<file path="config.mk">
export PLATFORM = sky130hd
export DESIGN_NAME = boot_record_crc_checker_core
export DESIGN_NICKNAME = d
export VERILOG_FILES = /design/src/sv/brcc_pkg.sv /design/src/sv/brcc_result_reg.sv /design/src/sv/boot_record_crc_checker_core.sv
export SDC_FILE = /design/constraint.sdc
export NUM_CORES = 1
export LEC_CHECK = 0
export BUFFER_PORTS_ARGS = -buffer_cell sky130_fd_sc_hd__buf_2
export CAP_MARGIN = 0
export CORE_MARGIN = 2
export CORE_UTILIZATION = 55
export DETAILED_ROUTE_END_ITERATION = 8
export PLACE_DENSITY = 0.82
export SKIP_CTS_REPAIR_TIMING = 1
export SYNTH_ARGS = -nofsm -noshare
export SYNTH_HDL_FRONTEND = slang
export SYNTH_HIERARCHICAL = 1
export SYNTH_SLANG_ARGS = --single-unit
</file>
<file path="constraint.sdc">
create_clock -name clk -period 5.5 [get_ports clk]
set_input_delay 1.1 -clock clk [delete_from_list [all_inputs] [get_ports clk]]
set_output_delay 1.1 -clock clk [all_outputs]
set_load 0.02 [all_outputs]
</file>
<file path="src/sv/brcc_pkg.sv">
`timescale 1ns / 1ps

package brcc_pkg;

	// record layout
	localparam logic [2:0]  POS_FIRST   = 3'd0;
	localparam logic [2:0]  POS_SIZE_LS = 3'd3;
	localparam logic [2:0]  POS_STATE   = 3'd4;
	localparam logic [2:0]  POS_CRC_HI  = 3'd5;
	localparam logic [2:0]  POS_LAST    = 3'd6;

	// crc-16, reflected, modbus style
	localparam logic [15:0] CRC_INIT    = 16'hFFFF;
	localparam logic [15:0] CRC_POLY    = 16'hA001;

	// state byte value that means an upgrade is waiting
	localparam logic [7:0]  STATE_UPGRADE = 8'd1;

	typedef struct packed {
		logic [7:0] data_byte;
		logic       first_byte;
	} brcc_in_t;

	typedef struct packed {
		logic        record_valid;
		logic [31:0] image_size;
		logic [7:0]  image_state;
		logic        upgrade_pending;
	} brcc_out_t;

	// one byte through the reflected crc, lsb first
	function automatic logic [15:0] crc16_byte(input logic [15:0] crc_in,
		input logic [7:0] b);
		logic [15:0] c;
		c = crc_in ^ {8'h00, b};
		for (int k = 0; k < 8; k++) begin
			if (c[0]) begin
				c = (c >> 1) ^ CRC_POLY;
			end else begin
				c = c >> 1;
			end
		end
		return c;
	endfunction

endpackage

</file>
<file path="src/sv/brcc_result_reg.sv">
`timescale 1ns / 1ps

module brcc_result_reg
	import brcc_pkg::*;
(
	input  logic      clk,
	input  logic      arst_n,
	input  logic      load,
	input  brcc_out_t load_data,
	output logic      can_take,
	output logic      result_valid,
	input  logic      result_ready,
	output brcc_out_t result_data
);

	logic      valid_q;
	brcc_out_t data_q;

	// free when empty or being emptied this cycle
	assign can_take = !valid_q || result_ready;

	// occupancy flag
	always_ff @(posedge clk or negedge arst_n) begin
		if (!arst_n) begin
			valid_q <= 1'b0;
		end else begin
			valid_q <= load || (valid_q && !result_ready);
		end
	end

	// result payload, held while stalled
	always_ff @(posedge clk) begin
		if (load) begin
			data_q <= load_data;
		end
	end

	assign result_valid = valid_q;
	assign result_data  = data_q;

endmodule

</file>
<file path="src/sv/boot_record_crc_checker_core.sv">
// order: a byte is taken into the input register, then processed into the
//   record state; the result of byte 6 is loaded into the result register
// rate: one byte per cycle unless stalled, one result per seven-byte record
// a full result register that is not taken stalls the input register
// reset: asynchronous, active low; position clears, crc loads 0xffff,
//   size, state and stored crc byte clear, no item or result held
`timescale 1ns / 1ps

module boot_record_crc_checker_core
	import brcc_pkg::*;
(
	input  logic      clk,
	input  logic      arst_n,
	input  logic      byte_valid,
	output logic      byte_ready,
	input  brcc_in_t  byte_data,
	output logic      result_valid,
	input  logic      result_ready,
	output brcc_out_t result_data
);

	logic        valid_s1;
	brcc_in_t    data_s1;
	logic [2:0]  pos_q;
	logic [15:0] crc_q;
	logic [31:0] size_q;
	logic [7:0]  state_q;
	logic [7:0]  crc_hi_q;

	logic        can_take;
	logic        fire_s1;
	logic [2:0]  pos;
	logic [15:0] crc_base;
	logic [31:0] size_base;
	logic        rec_ok;
	logic        res_load;
	brcc_out_t   res_data;

	// input register moves on when empty or when its item is processed
	assign fire_s1    = valid_s1 && can_take;
	assign byte_ready = !valid_s1 || can_take;

	always_ff @(posedge clk or negedge arst_n) begin
		if (!arst_n) begin
			valid_s1 <= 1'b0;
		end else if (byte_ready) begin
			valid_s1 <= byte_valid;
		end
	end

	always_ff @(posedge clk) begin
		if (byte_valid && byte_ready) begin
			data_s1 <= byte_data;
		end
	end

	// position of this item, restart on first-byte flag or stray code
	always_comb begin
		if (data_s1.first_byte || pos_q > POS_LAST) begin
			pos = POS_FIRST;
		end else begin
			pos = pos_q;
		end
	end

	assign crc_base  = (pos == POS_FIRST) ? CRC_INIT : crc_q;
	assign size_base = (pos == POS_FIRST) ? 32'd0 : size_q;

	// crc check on the last byte
	assign rec_ok = (crc_hi_q == crc_q[15:8]) && (data_s1.data_byte == crc_q[7:0]);

	always_comb begin
		res_data.record_valid    = rec_ok;
		res_data.image_size      = rec_ok ? size_q : 32'd0;
		res_data.image_state     = rec_ok ? state_q : 8'd0;
		res_data.upgrade_pending = rec_ok && (state_q == STATE_UPGRADE);
	end

	assign res_load = fire_s1 && (pos == POS_LAST);

	// record state update
	always_ff @(posedge clk or negedge arst_n) begin
		if (!arst_n) begin
			pos_q    <= POS_FIRST;
			crc_q    <= CRC_INIT;
			size_q   <= 32'd0;
			state_q  <= 8'd0;
			crc_hi_q <= 8'd0;
		end else if (fire_s1) begin
			if (pos < POS_CRC_HI) begin
				crc_q <= crc16_byte(crc_base, data_s1.data_byte);
			end else begin
				crc_q <= crc_base;
			end
			if (pos <= POS_SIZE_LS) begin
				size_q <= {size_base[23:0], data_s1.data_byte};
			end else begin
				size_q <= size_base;
			end
			if (pos == POS_STATE) begin
				state_q <= data_s1.data_byte;
			end
			if (pos == POS_CRC_HI) begin
				crc_hi_q <= data_s1.data_byte;
			end
			if (pos == POS_LAST) begin
				pos_q <= POS_FIRST;
			end else begin
				pos_q <= pos + 3'd1;
			end
		end
	end

	brcc_result_reg u_result (
		.clk          (clk),
		.arst_n       (arst_n),
		.load         (res_load),
		.load_data    (res_data),
		.can_take     (can_take),
		.result_valid (result_valid),
		.result_ready (result_ready),
		.result_data  (result_data)
	);

endmodule

</file>
==> run metrics <==
net count of the finished layout 443; leakage power total 2.573 nW; post-layout util 67.01%; vias per std cell 5.511; total wire length after detailed routing 9329 um; clock input transition at the sequential cells of the worst setup and hold paths 60 ps; clock period minus final worst setup slack 2810 ps; cell types occupying the most area after synthesis edfxtp_1 30%, dfrtp_1 26%, dfstp_2 8.2%; worst-path maximum fanout 4; worst setup margin 2690 ps; reg-to-reg setup timing slack 3020 ps; initial standard-cell utilization of the core 56.31%; number of H-tree branching levels 4; proportion of layout cells with a drive suffix above 1 33.63%; DRC violation count after routing 0; class of the tightest hold or removal check flip-flop to flip-flop; number of global-route vias before repair 3,084; cell count after placement 522; DPL Wire Length 5987 um; first-iteration detailed-routing DRC count 142; routed vias 3,053; Netlist cell types 41; biggest area consumer among synthesized cells edfxtp_1; TritonCTS Buffers 17; hold violation count in the final report 0; root buf cell clkbuf_8; status complete, no violations; placeable core area 9153 um2; max-cap violations 0; Finished Layout Cells 554; area added between synthesis and finish 19.01%; nets in the synthesized netlist 384; portion of the post-synthesis area used by sequential elements 63.61%; final period utilization 51.09%; weighted congestion at the end of routability-driven global placement 0.8703; remaining global-route overflow 0; boundary pin count 57; mean instance size in the synthesized netlist 13.89 um2; antenna violations before repair 0; final setup violation count 0; RSZ-0062 raised after global routing false; die area 10,160 um2; GRT Total Usage 20.05%; post-synth top area share 29.72%; sink count of the clock tree 120; clock skew 9.429 ps; maximum ir drop on the vdd rail 0.0002853 V; critical path startpoint category input pin; TritonCTS clock tree built; global-route wire length before repair 15,360 um; count of input and output buffers 56; maximum number of pins on one net before global-route repair 70; total power density per cell area 460.2 nW/um2; Total Negative Setup Slacks 0 ps; ant diodes 0; post-synthesis register bit count 120; crit path kind input pin to output pin; yosys synthesis warning count 6; fmax 355.9 MHz; Arr. time, crit path 1710 ps; clock latency on the worst-skew pair 510 ps; worst slack at placement 2676 ps; cells after synthesis 371; wire length per cell 16.84 um; Longest Clk Path Bufs 2; first drt pass iteration count 4; worst max-slew margin expressed relative to the limit 35.03%; chip height 100.8 um; Worst setup EP type output pin; Tightest Pin Transition 968.1 ps; final slew viol count 0; number of rows created at floorplan 35; required time at the endpoint of the critical path 4400 ps; count of fill cells added during filler insertion 609; width of the chip 100.8 um; netlist area before placement 5154 um2; number of routed nets with antenna violations 0
cell type report:
cell class / instances / area (um2) / area share (%)
Sequential cell: 120 / 3278 / 53.45
Multi-Input combinational cell: 229 / 1799 / 29.34
Clock buffer: 18 / 417.9 / 6.814
Timing Repair Buffer: 62 / 325.3 / 5.304
Clock inverter: 14 / 173.9 / 2.836
Tap cell: 111 / 138.9 / 2.264
stage by stage:
stage	instance area, um2	hold slack, ps	power, mW
3_3_place_gp	5542	466.8	1.708
2_1_floorplan	5154	448.9	1.617
3_5_place_dp	5542	474.7	1.738
6_report	6133	494.0	2.823
4_1_cts	6133	495.1	2.840
5_1_grt	6133	508.8	2.939
where the power goes:
part           switching (mW)  internal, mW  total, mW
logic                   0.215         0.283      0.498
clock network           0.399         0.693       1.09
registers               0.139          1.09       1.23
layout by cell type, fill, tap and decap left out, types with 5 or more instances in the layout:
cell,instances
mux2_2,22
nand2_1,12
a22o_1,24
dfstp_2,16
edfxtp_1,51
o21ai_1,7
dfrtp_1,53
buf_2,56
and2_1,43
a21oi_1,7
nor2_1,25
o21ai_0,5
clkbuf_16,16
xnor2_1,34
buf_4,6
metal layers:
metal	wire length, um	GRT usage, %	vias up
li1	-	-	1426
met1	4003	26.23	1518
met2	4698	32.10	91
met3	425	4.993	18
met4	201	8.535	0
met5	0	0	-
Yosys cell counts:
library cell   n
edfxtp_1      51
nand3b_1       1
o22a_1         2
nor4_1         2
nor2_1        25
and2_1        43
nand3_2        4
xor2_4         1
o21bai_1       1
nand2b_1       4
o21ai_1        8
buf_2          1
a211oi_1       3
or3_1          1
xor3_1         2
nand4_1        4
buf_1          1
nor4_2         1
mux2_2        22
mux2_4         1
dfstp_2       16
dfrtp_1       53
xor2_1         4
nand2b_4       1
mux2_1         4
nand3_1        1
nor3_2         1
a22o_1        24
xnor2_1       34
clkbuf_1      19
a21bo_2        1
xor2_2         3
a21oi_1        7
nand2_1       12
nand2b_2       1
o21ai_0        5
and3_1         1
nor3_1         2
buf_6          1
xnor3_1        2
xnor2_2        1
critical path, stage by stage:
cell	delay (ps)
buf_2	100
nand2b_4	140
nand2b_1	190
buf_2	180
cells by family after synthesis:
kind of cell	count (synthesis)	share of synthesized area (%)
AND/OR/NAND/NOR	104	11.46
AO/OA/AOI/OAI	51	7.138
flip-flops	120	63.61
buffers and inverters	22	1.772
multiplexers	27	5.972
XOR/XNOR	47	10.05
final timing paths:
kind	cells past startpoint	from	end
setup / recovery	4	result_ready	byte_ready
hold / removal	2	crc_q[13]	crc_q[13]
setup reg to reg	6	pos_q[1]	crc_q[14]
hold reg to reg	2	crc_q[13]	crc_q[13]
max in group asynchronous	2	arst_n	size_q[11]
min in group asynchronous	2	arst_n	crc_hi_q[2]
sequential cells by signal (all words and copies together) (netlist names):
signal and flops:
valid_s1 1, data_s1 9, pos_q 3, u_result/result_valid 1, state_q 8, size_q 32, crc_q 16, crc_hi_q 8
u_result/result_data 42
(Power assumes the default switching activity.)
